`src/design/iee_pkg.sv`:
```
// Package for the infix expression evaluator: character codes, operator
// codes, status codes and default stack depths. No dependencies.
`timescale 1ns / 1ps
`default_nettype none
package iee_pkg;
  localparam int OperandDepthDef  = 16;
  localparam int OperatorDepthDef = 16;

  localparam logic [7:0] ChPlus  = 8'h2B;
  localparam logic [7:0] ChMinus = 8'h2D;
  localparam logic [7:0] ChStar  = 8'h2A;
  localparam logic [7:0] ChSlash = 8'h2F;
  localparam logic [7:0] ChZero  = 8'h30;
  localparam logic [7:0] ChNine  = 8'h39;
  localparam logic [7:0] ChNl    = 8'h0A;

  typedef enum logic [1:0] {
    OP_ADD = 2'd0,
    OP_SUB = 2'd1,
    OP_MUL = 2'd2,
    OP_DIV = 2'd3
  } op_t;

  typedef enum logic [1:0] {
    ST_OK    = 2'd0,
    ST_DIV0  = 2'd1,
    ST_UNDER = 2'd2,
    ST_OVER  = 2'd3
  } status_t;
endpackage
`default_nettype wire

```
`src/design/infix_expression_evaluator.sv`:
```
// Infix expression evaluator top level: sequencer, stack memories, shared
// serial divider. Depends on iee_pkg.
`timescale 1ns / 1ps
`default_nettype none
// Takes one ASCII character per transaction on the in_ channel. Digits build a
// 32-bit number, + - * / are stacked with precedence and reduced left to
// right; newline or in_tlast finishes the expression and one transaction
// carrying {status, value} leaves on out_. Both stacks live in synchronous
// memories with registered reads. A digit or ignored character is accepted
// and decoded. An operator is accepted, decoded, the top operator is read,
// and the two are compared. Each reduction reads two operands, runs the ALU,
// writes back and reads the top operator afresh. A division also runs the
// radix-2 unit, which retires one quotient bit a cycle. A finish walks the
// same reduce loop without the push, then reads the bottom operand and holds
// the result until out_tready; a digit carrying the finish passes through
// decode a second time. Errors are sticky until the end of the expression;
// the result value is then 0. After reset the block is ready at once; the
// memories need no clearing.
module infix_expression_evaluator
  import iee_pkg::*;
#(
  parameter int OPERAND_DEPTH  = OperandDepthDef,
  parameter int OPERATOR_DEPTH = OperatorDepthDef
) (
  input  wire logic        clk,
  input  wire logic        rst_n,
  input  wire logic        in_tvalid,
  output logic             in_tready,
  input  wire logic [7:0]  in_tdata,   // [7:0] character
  input  wire logic        in_tlast,   // end_of_expression
  output logic             out_tvalid,
  input  wire logic        out_tready,
  output logic [39:0]      out_tdata   // [31:0] value, [33:32] status, rest 0
);
  localparam int AW = (OPERAND_DEPTH  > 1) ? $clog2(OPERAND_DEPTH)  : 1;
  localparam int PW = (OPERATOR_DEPTH > 1) ? $clog2(OPERATOR_DEPTH) : 1;
  localparam int CW = $clog2(OPERAND_DEPTH + 1);
  localparam int KW = $clog2(OPERATOR_DEPTH + 1);

  typedef enum logic [11:0] {
    S_IDLE  = 12'b000000000001,
    S_DEC   = 12'b000000000010, // decode character, flush number
    S_PEEK  = 12'b000000000100, // read top operator
    S_CMP   = 12'b000000001000, // decide reduce or push
    S_RRHS  = 12'b000000010000,
    S_RLHS  = 12'b000000100000,
    S_ALU   = 12'b000001000000,
    S_DIV   = 12'b000010000000,
    S_WB    = 12'b000100000000,
    S_FIN   = 12'b001000000000, // read bottom operand
    S_FIN2  = 12'b010000000000,
    S_OUT   = 12'b100000000000
  } state_t;

  state_t state_r, state_nxt;

  logic [31:0] opnd_mem [OPERAND_DEPTH];
  logic [1:0]  oper_mem [OPERATOR_DEPTH];
  logic [31:0] opnd_rd_r;
  logic [1:0]  oper_rd_r;

  logic [CW-1:0] ocnt_r, ocnt_nxt;
  logic [KW-1:0] kcnt_r, kcnt_nxt;
  logic [31:0]   acc_r, acc_nxt;
  logic          innum_r, innum_nxt;
  logic [1:0]    err_r, err_nxt;
  logic [7:0]    ch_r, ch_nxt;
  logic          fin_r, fin_nxt;
  logic [31:0]   rhs_r, rhs_nxt, lhs_r, lhs_nxt, res_r, res_nxt;
  logic [1:0]    op_r, op_nxt;
  // divider
  logic [31:0]   dq_r, dq_nxt, dd_r, dd_nxt;
  logic [32:0]   drem_r, drem_nxt;
  logic [5:0]    dcnt_r, dcnt_nxt;
  logic          dneg_r, dneg_nxt;
  logic [31:0]   out_val_r, out_val_nxt;
  logic [1:0]    out_st_r, out_st_nxt;

  // memory ports
  logic          opnd_we, oper_we;
  logic [AW-1:0] opnd_wa, opnd_ra;
  logic [PW-1:0] oper_wa, oper_ra;
  logic [31:0]   opnd_wd;
  logic [1:0]    oper_wd;

  always_ff @(posedge clk) begin
    if (opnd_we) opnd_mem[opnd_wa] <= opnd_wd;
    if (oper_we) oper_mem[oper_wa] <= oper_wd;
    opnd_rd_r <= opnd_mem[opnd_ra];
    oper_rd_r <= oper_mem[oper_ra];
  end

  logic is_digit, is_op;
  logic [1:0] ch_code;
  logic [32:0] dtrial;
  logic [31:0] mag_l, mag_r;

  always_comb begin
    is_digit = (ch_r >= ChZero) && (ch_r <= ChNine);
    is_op    = 1'b1;
    ch_code  = OP_ADD;
    unique case (ch_r)
      ChPlus:  ch_code = OP_ADD;
      ChMinus: ch_code = OP_SUB;
      ChStar:  ch_code = OP_MUL;
      ChSlash: ch_code = OP_DIV;
      default: is_op = 1'b0;
    endcase
    mag_l  = lhs_r[31] ? (32'd0 - lhs_r) : lhs_r;
    mag_r  = rhs_r[31] ? (32'd0 - rhs_r) : rhs_r;
    dtrial = {drem_r[31:0], dq_r[31]} - {1'b0, dd_r};
  end

  always_comb begin
    state_nxt = state_r;
    ocnt_nxt = ocnt_r; kcnt_nxt = kcnt_r; acc_nxt = acc_r; innum_nxt = innum_r;
    err_nxt = err_r; ch_nxt = ch_r; fin_nxt = fin_r;
    rhs_nxt = rhs_r; lhs_nxt = lhs_r; res_nxt = res_r; op_nxt = op_r;
    dq_nxt = dq_r; dd_nxt = dd_r; drem_nxt = drem_r; dcnt_nxt = dcnt_r;
    dneg_nxt = dneg_r; out_val_nxt = out_val_r; out_st_nxt = out_st_r;
    opnd_we = 1'b0; oper_we = 1'b0;
    opnd_wa = ocnt_r[AW-1:0]; opnd_wd = acc_r;
    opnd_ra = '0;
    oper_wa = kcnt_r[PW-1:0]; oper_wd = ch_code;
    oper_ra = '0;
    in_tready = (state_r == S_IDLE);
    unique case (state_r)
      S_IDLE: begin
        if (in_tvalid) begin
          ch_nxt    = in_tdata;
          fin_nxt   = in_tlast || (in_tdata == ChNl);
          state_nxt = S_DEC;
        end
      end
      S_DEC: begin
        if (err_r == ST_OK && is_digit) begin
          acc_nxt   = 32'(acc_r * 32'd10) + {24'd0, ch_r - ChZero};
          innum_nxt = 1'b1;
          state_nxt = fin_r ? S_DEC : S_IDLE;
          ch_nxt    = fin_r ? 8'd0 : ch_r;
          if (!fin_r) state_nxt = S_IDLE;
        end else if (err_r == ST_OK && (is_op || fin_r)) begin
          if (innum_r) begin
            if (ocnt_r >= CW'(OPERAND_DEPTH)) err_nxt = ST_OVER;
            else begin
              opnd_we  = 1'b1;
              ocnt_nxt = ocnt_r + 1'b1;
            end
            acc_nxt = '0; innum_nxt = 1'b0;
          end
          if (!is_op) ch_nxt = 8'd0; // finish path
          state_nxt = S_PEEK;
        end else begin
          state_nxt = fin_r ? S_FIN : S_IDLE;
        end
      end
      S_PEEK: begin
        oper_ra   = PW'(kcnt_r - 1'b1);
        state_nxt = S_CMP;
      end
      S_CMP: begin
        if (err_r != ST_OK) state_nxt = fin_r ? S_FIN : S_IDLE;
        else if (kcnt_r != '0 && (!is_op || ch_code[1] <= oper_rd_r[1])) begin
          op_nxt = oper_rd_r;
          if (ocnt_r < CW'(2)) begin
            err_nxt = ST_UNDER;
            state_nxt = fin_r ? S_FIN : S_IDLE;
          end else begin
            opnd_ra   = AW'(ocnt_r - 1'b1);
            kcnt_nxt  = kcnt_r - 1'b1;
            state_nxt = S_RRHS;
          end
        end else if (is_op) begin
          if (kcnt_r >= KW'(OPERATOR_DEPTH)) err_nxt = ST_OVER;
          else begin
            oper_we  = 1'b1;
            kcnt_nxt = kcnt_r + 1'b1;
          end
          state_nxt = fin_r ? S_DEC : S_IDLE;
          if (fin_r) ch_nxt = 8'd0;
          if (fin_r) state_nxt = S_PEEK;
        end else begin
          state_nxt = S_FIN;
        end
      end
      S_RRHS: begin
        rhs_nxt   = opnd_rd_r;
        opnd_ra   = AW'(ocnt_r - CW'(2));
        state_nxt = S_RLHS;
      end
      S_RLHS: begin
        lhs_nxt   = opnd_rd_r;
        ocnt_nxt  = ocnt_r - CW'(2);
        state_nxt = S_ALU;
      end
      S_ALU: begin
        unique case (op_r)
          OP_ADD: begin res_nxt = lhs_r + rhs_r; state_nxt = S_WB; end
          OP_SUB: begin res_nxt = lhs_r - rhs_r; state_nxt = S_WB; end
          OP_MUL: begin res_nxt = 32'(lhs_r * rhs_r); state_nxt = S_WB; end
          default: begin
            if (rhs_r == '0) begin
              err_nxt   = ST_DIV0;
              state_nxt = fin_r ? S_FIN : S_IDLE;
            end else begin
              dq_nxt    = mag_l;
              dd_nxt    = mag_r;
              drem_nxt  = '0;
              dcnt_nxt  = 6'd32;
              dneg_nxt  = lhs_r[31] ^ rhs_r[31];
              state_nxt = S_DIV;
            end
          end
        endcase
      end
      S_DIV: begin
        if (dcnt_r == '0) begin
          res_nxt   = dneg_r ? (32'd0 - dq_r) : dq_r;
          state_nxt = S_WB;
        end else begin
          if (!dtrial[32]) begin
            drem_nxt = dtrial;
            dq_nxt   = {dq_r[30:0], 1'b1};
          end else begin
            drem_nxt = {drem_r[31:0], dq_r[31]};
            dq_nxt   = {dq_r[30:0], 1'b0};
          end
          dcnt_nxt = dcnt_r - 1'b1;
        end
      end
      S_WB: begin
        opnd_we   = 1'b1;
        opnd_wd   = res_r;
        ocnt_nxt  = ocnt_r + 1'b1;
        state_nxt = S_PEEK;
      end
      S_FIN: begin
        opnd_ra   = '0;
        state_nxt = S_FIN2;
      end
      S_FIN2: begin
        if (err_r == ST_OK && ocnt_r != CW'(1)) begin
          out_st_nxt = ST_UNDER; out_val_nxt = '0;
        end else begin
          out_st_nxt  = err_r;
          out_val_nxt = (err_r == ST_OK) ? opnd_rd_r : '0;
        end
        ocnt_nxt = '0; kcnt_nxt = '0; acc_nxt = '0; innum_nxt = 1'b0;
        err_nxt = ST_OK; fin_nxt = 1'b0;
        state_nxt = S_OUT;
      end
      S_OUT: begin
        if (out_tready) state_nxt = S_IDLE;
      end
      default: state_nxt = S_IDLE;
    endcase
  end

  // finishing on a digit: after the digit is taken, rerun decode as a bare
  // finish (ch cleared), which flushes the number and reduces everything.
  always_ff @(posedge clk) begin
    if (!rst_n) begin
      state_r <= S_IDLE;
      ocnt_r <= '0; kcnt_r <= '0; acc_r <= '0; innum_r <= 1'b0;
      err_r <= ST_OK; fin_r <= 1'b0;
    end else begin
      state_r <= state_nxt;
      ocnt_r <= ocnt_nxt; kcnt_r <= kcnt_nxt; acc_r <= acc_nxt;
      innum_r <= innum_nxt; err_r <= err_nxt; fin_r <= fin_nxt;
    end
  end

  always_ff @(posedge clk) begin
    ch_r <= ch_nxt; rhs_r <= rhs_nxt; lhs_r <= lhs_nxt; res_r <= res_nxt;
    op_r <= op_nxt; dq_r <= dq_nxt; dd_r <= dd_nxt; drem_r <= drem_nxt;
    dcnt_r <= dcnt_nxt; dneg_r <= dneg_nxt;
    out_val_r <= out_val_nxt; out_st_r <= out_st_nxt;
  end

  assign out_tvalid = (state_r == S_OUT);
  assign out_tdata  = {6'd0, out_st_r, out_val_r};
endmodule
`default_nettype wire

```
`config.mk`:
```
export PLATFORM = sky130hd
export DESIGN_NAME = infix_expression_evaluator
export DESIGN_NICKNAME = d
export VERILOG_FILES = /design/src/design/iee_pkg.sv /design/src/design/infix_expression_evaluator.sv
export SDC_FILE = /design/constraint.sdc
export NUM_CORES = 2
export LEC_CHECK = 0
export BUFFER_PORTS_ARGS = -buffer_cell sky130_fd_sc_hd__buf_2
export CORE_MARGIN = 2
export CORE_UTILIZATION = 59
export CTS_CLUSTER_DIAMETER = 100
export DETAILED_ROUTE_END_ITERATION = 10
export PLACE_DENSITY = 0.78
export SYNTH_ARGS = -nofsm -noshare
export SYNTH_HDL_FRONTEND = slang
export SYNTH_SLANG_ARGS = --single-unit
```
`constraint.sdc`:
```
create_clock -name clk -period 7.6 [get_ports clk]
set_clock_uncertainty 0.1 [all_clocks]
set_input_delay 1.52 -clock clk [delete_from_list [all_inputs] [get_ports clk]]
set_output_delay 1.52 -clock clk [all_outputs]
set_load 0.005 [all_outputs]
```
Word-level counts from Yosys, hierarchy flattened
Memory sizes are Yosys's and may differ from the RTL's. A register that Yosys moved wholly into a read port is not among the register bits.
Cells that the tools add are included.
{ "op_classes": {"add_sub_neg": 14, "n_mul": 2, "n_lt_le_gt_ge": 6, "eq_ne": 44, "muxes": 98, "bitwise_logic": 5, "reduce_logical": 37} }
{ "op_table": {"columns": ["op", "count"], "rows": [
  ["32-bit two-way mux", 14],
  ["32-bit one-hot mux with 2 select lines", 4],
  ["12-bit one-hot mux with 12 select lines", 1],
  ["32-bit one-hot mux with 3 select lines", 1],
  ["1-bit by 32-bit subtractor with 32-bit output, first input constant", 3],
  ["12-bit two-way mux", 7],
  ["8-bit two-way mux", 8],
  ["10-bit two-way mux", 5],
  ["5-bit two-way mux", 9],
  ["33-bit by 32-bit subtractor with 33-bit output", 1],
  ["32-bit adder", 1],
  ["32-bit by 8-bit adder with 32-bit output", 1],
  ["8-bit by 6-bit equality test with 1-bit output, second input constant", 4],
  ["32-bit zero test", 1],
  ["32-bit by 3-bit multiplier with 31-bit output, second input constant", 1],
  ["32-bit by 32-bit multiplier with 32-bit output", 1],
  ["32-bit subtractor", 1],
  ["31-bit two-way mux", 1],
  ["2-bit inequality test, second input constant", 14],
  ["2-bit two-way mux", 12],
  ["3-bit inequality test, second input constant", 8],
  ["8-bit one-hot mux with 3 select lines", 1],
  ["5-bit one-hot mux with 4 select lines", 1],
  ["1-bit two-way mux", 18],
  ["58 further kinds", 88]
]} }
{ "word_totals": {"ff_bits": 301, "ramBits": 544, "output_inout_bits": 42, "wordCells": 228, "mem_count": 2} }
{ "mem_list": {"columns": ["name", "words", "word_bits", "read_ports", "rd_ports_with_merged_regs", "write_ports", "line", "source"], "rows": [
  ["opnd_mem", 16, 32, 1, 1, 1, "infix_expression_evaluator.sv:57", "logic [31:0] opnd_mem [OPERAND_DEPTH];"],
  ["oper_mem", 16, 2, 1, 1, 1, "infix_expression_evaluator.sv:58", "logic [1:0] oper_mem [OPERATOR_DEPTH];"]
]} }

Depth between registers and ports, before layout
{ "depth": {"ltp_word": 11, "ltp_mapped": 29, "depth_no_buf": 26} }

Worst setup path after synthesis
OpenSTA, ideal clock, no wires.
{ "synth_path": {"path_type": "register to register", "startpoint": "register state_r[11]", "endpoint": "register dcnt_r[0], enable pin", "setup_ns": 0.596, "arrival_ns": 6.682, "t_required_ns": 6.904, "path_slack_ns": 0.222, "stages_incl_launch_ff": 8, "n_path_buf": 1, "cell_sequence": "dfxtp_1 clkbuf_1 nor4_2 and3_1 nand2_1 nor3b_1 nand2_1 o21ai_0"} }
{ "synth_via": {"elab_chain_cells": 3} }
{ "synth_rtl": {"columns": ["element", "line", "source"], "rows": [
  ["from (decl)", "infix_expression_evaluator.sv:55", "state_t state_r, state_nxt;"],
  ["from (signal assigned)", "infix_expression_evaluator.sv:267", "state_r <= state_nxt;"],
  ["12-bit by 8-bit equality test with 1-bit output / 12-bit by 7-bit equality test with 1-bit output (equally long branches)", "infix_expression_evaluator.sv:127", "unique case (state_r)"],
  ["2-bit inequality test (no line) / 2-bit nonzero test (equally long branches)", null, null],
  ["4-bit AND reduction (no line) *", null, null],
  ["to (signal assigned)", "infix_expression_evaluator.sv:276", "dcnt_r <= dcnt_nxt; dneg_r <= dneg_nxt;"],
  ["to (decl)", "infix_expression_evaluator.sv:74", "logic [5:0] dcnt_r, dcnt_nxt;"]
]} }
Every way passes the cells marked *; elsewhere a longest branch is shown, timed or not.
A chain may end at the register's enable or synchronous reset.

Worst setup path after layout
{ "layout_path": {"startpoint": "register rhs_r[3]", "endpoint": "register res_r[31] (data pin)"} }
{ "layout_via": {"elab_chain_cells": 3} }
{ "layout_rtl": {"columns": ["element", "line", "source"], "rows": [
  ["from (decl)", "infix_expression_evaluator.sv:69", "logic [31:0] rhs_r, rhs_nxt, lhs_r, lhs_nxt, res_r, res_nxt;"],
  ["from (signal assigned)", "infix_expression_evaluator.sv:274", "ch_r <= ch_nxt; rhs_r <= rhs_nxt; lhs_r <= lhs_nxt; res_r <= res_nxt;"],
  ["32-bit by 32-bit multiplier with 32-bit output (tied with other cells)", "infix_expression_evaluator.sv:200", "OP_MUL: begin res_nxt = 32'(lhs_r * rhs_r); state_nxt = S_WB; end"],
  ["32-bit one-hot mux with 3 select lines *", "infix_expression_evaluator.sv:197", "unique case (op_r)"],
  ["32-bit one-hot mux with 2 select lines *", "infix_expression_evaluator.sv:127", null],
  ["named net res_nxt[31]", "infix_expression_evaluator.sv:69", null],
  ["to (signal assigned)", "infix_expression_evaluator.sv:274", null],
  ["to (decl)", "infix_expression_evaluator.sv:69", null]
]} }
Mark *: on every way through the listed nets, which the timed path passes. The rest lies on a longest branch.

==> flow_summary.toml <==
[floorplan]
die_area_um2 = 103000
core_um2 = 99700
die_w_um = 320
row_count = 116
num_io_pins = 55
die_y_um = 320
floorplan.initialDensity = 0.592

[setup_path]
crit_type = "flop to flop"
endpoint_kind = "flop"
critPathBufInv = 6
start_kind = "flop"
crit_arrival_ps = 7670
crit_top_cell = "fa_1"
slowest_delay_ps = 550
critPathSlowestCell = "fa_1"
cp.required_ps = 7940
crit_fanout = 14
crit_family = "adder cells"

[clocking]
clock_latency_ps = 710
cts_sinks = 879
cts.path.max_buffers = 3
cts_hold_buf = 0
clockRootBuffer = "clkbuf_16"
cts_tree = "yes"
clk_pin_slew_worst_paths_ps = 70
cts_buffers = 96
cts_max_level = 3

[grt]
grt_usage = 0.316
grt_pass1_wl_mm = 249
overflow = 0
grt_max_degree = 196
grt_pass1_vias = 42800
antenna_found_initial = 2

[place]
io_buffer_count = 48
placed_cell_area_um2 = 61200
hpwl_mm = 110
routabilityCongestion = 1.01
dpl_worst_slack_ps = 27.0

[logic_synthesis]
yosysWarnings = 0
synthXorXnorAreaFrac = 0.0454
synth_common_cells = "edfxtp_1, nand2_1, inv_1"
synthArstFlopShare = 0
synthFlopType = "edfxtp_1"
post-synth-top-area-fraction = 0.400
post_synth.cell_area_avg_um2 = 10.4
synth_fa_ha_area_frac = 0.198
synthTopCellsByArea = "edfxtp_1, fa_1, ha_1"
muxShareOfSynthArea = 0.00773
synth-compound-area-share = 0.100
synth_edf_count = 787
yosysMostFrequentCell = "edfxtp_1"
synth_seq_cells = 879
yosysUniqueCellTypes = 102
yosys.area.top_type = "edfxtp_1"
yosysSeqAreaShare = 0.431
synth.cell_area_um2 = 59000
syn_inst = 5666
synth_top_family_by_area = "adder cells"
synthSimpleGateAreaFrac = 0.165

[power]
leakage_nw = 25.5
pwr_density_cell_nw_per_um2 = 160
finalPower_mw = 10.4
max-vdd-ir-drop_v = 0.000196

[routing]
wl_mm = 160
drtIter0Drc = 4956
antenna_left = 0
drc = 0
vias_per_cell = 6.06
dr.pass1.iters = 7
vias = 42700
wl_per_cell_um = 22.7

[timing]
grt_setup_unrepaired = "false"
slew_headroom = 0.166
period_needed_ps = 7330
post-route-period-util = 0.964
tightestPinTransition_ps = 1250
fin_ws_ps = 270
hold_violations = 0
drv_slew = 0
fmax_mhz = 136
fin_setup_tns_ps = 0
finalSetupViolations = 0

[final_layout]
area_growth_pct = 9.50
fin_util = 0.648
drive_above_1_share = 0.0810
fin_nets = 6366
finalInstanceArea_um2 = 64700

[run]
max_cap_viol_count = 0

[hold_path]
hold_class = "flop to flop"

[run_status]
status = "finished, final reports clean"
## worst register-to-register path, cell delays in order (launching register included)
cell and delay [ps]:
edfxtp_1 390, buf_4 210, and2_1 190, fa_1 500
inv_1 50, fa_1 490, fa_1 450, fa_1 550
inv_1 40, ha_1 270, ha_1 290, fa_1 490
inv_1 60, fa_1 500, inv_1 50, ha_1 370
a21oi_1 220, nand2_1 80, a2111oi_1 340, buf_4 210
o31a_1 200, o211ai_1 150, a41oi_2 280, o21ai_1 120
xnor2_1 180, o22ai_1 100, o21bai_1 200
## flip-flops by register name, summed over array words and instances (netlist names), 2 cells and up
signal and flops:
kcnt_r 5, out_val_r 32, op_r 2, res_r 32
err_r 2, dq_r 32, acc_r 32, out_st_r 2
ch_r 8, drem_r 32, opnd_rd_r 32, lhs_r 32
opnd_mem 512, dd_r 32, ocnt_r 5, dcnt_r 6
oper_mem 32, rhs_r 32, oper_rd_r 2, state_r 12
## report_power, final
part	internal (mW)	total, mW	switching [mW]
clock network	2.84	4.88	2.04
logic	0.0693	0.191	0.122
registers	5.23	5.28	0.0466
## layout make-up
type | instances | area, µm²
multi-input cells | 3985 | 30700
well taps | 1298 | 1620
fillers | 7565 | 35100
clock inverters | 57 | 704
diodes | 1 | 2.50
clock buffers | 124 | 2620
inverters | 489 | 1840
flip-flops and latches | 879 | 25500
repair buffers | 217 | 1670
## cells by family (layout without fill, tap and decap cells)
family / count (synthesis) / after routing
simple gates: 2057 / 2057
compound gates: 889 / 889
flops: 879 / 879
buf+inv: 807 / 887
fa+ha+maj: 685 / 685
xor+xnor: 305 / 305
mux: 43 / 43
other cells: 1 / 7
## repair_timing
action,4_1_cts,5_1_grt
buffers inserted,0,7
endpoints found under the hold margin,0,0
resized for setup,0,10
endpoints found under the setup margin,0,11
## final timing paths
path | startpoint | endpoint | slack [ps] | cells after the start
worst min-delay path | oper_rd_r[0]$_DFF_P_ | op_r[0]$_DFFE_PP_ | 340 | 0
worst min register to register | oper_rd_r[0]$_DFF_P_ | op_r[0]$_DFFE_PP_ | 340 | 0
worst max-delay path | rhs_r[3]$_DFFE_PN_ | res_r[31]$_DFFE_PP_ | 270 | 26
worst max register to register | rhs_r[3]$_DFFE_PN_ | res_r[31]$_DFFE_PP_ | 270 | 26
## metal layers
layer	wire (µm)	GRT usage	vias up
li1	-	-	19300
met1	63600	0.424	21100
met2	75400	0.514	1980
met3	14700	0.0587	394
met4	6490	0.120	0
met5	0	0	-
## layout by cell type, fill, tap and decap left out, drive strengths merged, types with 66 or more instances in the layout
master  count
buf       216
dfxtp      92
o21ai     210
ha        273
a31oi      78
a211oi    106
a21oi     167
edfxtp    787
and2      408
xor2      104
nand2     772
clkbuf    125
nor3       66
inv       498
xnor2     201
nor2      467
nand3     116
fa        412
## stage by stage
stage	hold WS (ps)	std cells
2_1_floorplan	286	5671
3_3_place_gp	316	6861
3_5_place_dp	319	6861
4_1_cts	339	7042
5_1_grt	354	7049
6_report	341	7050
Power figures use the tool's default switching activity.
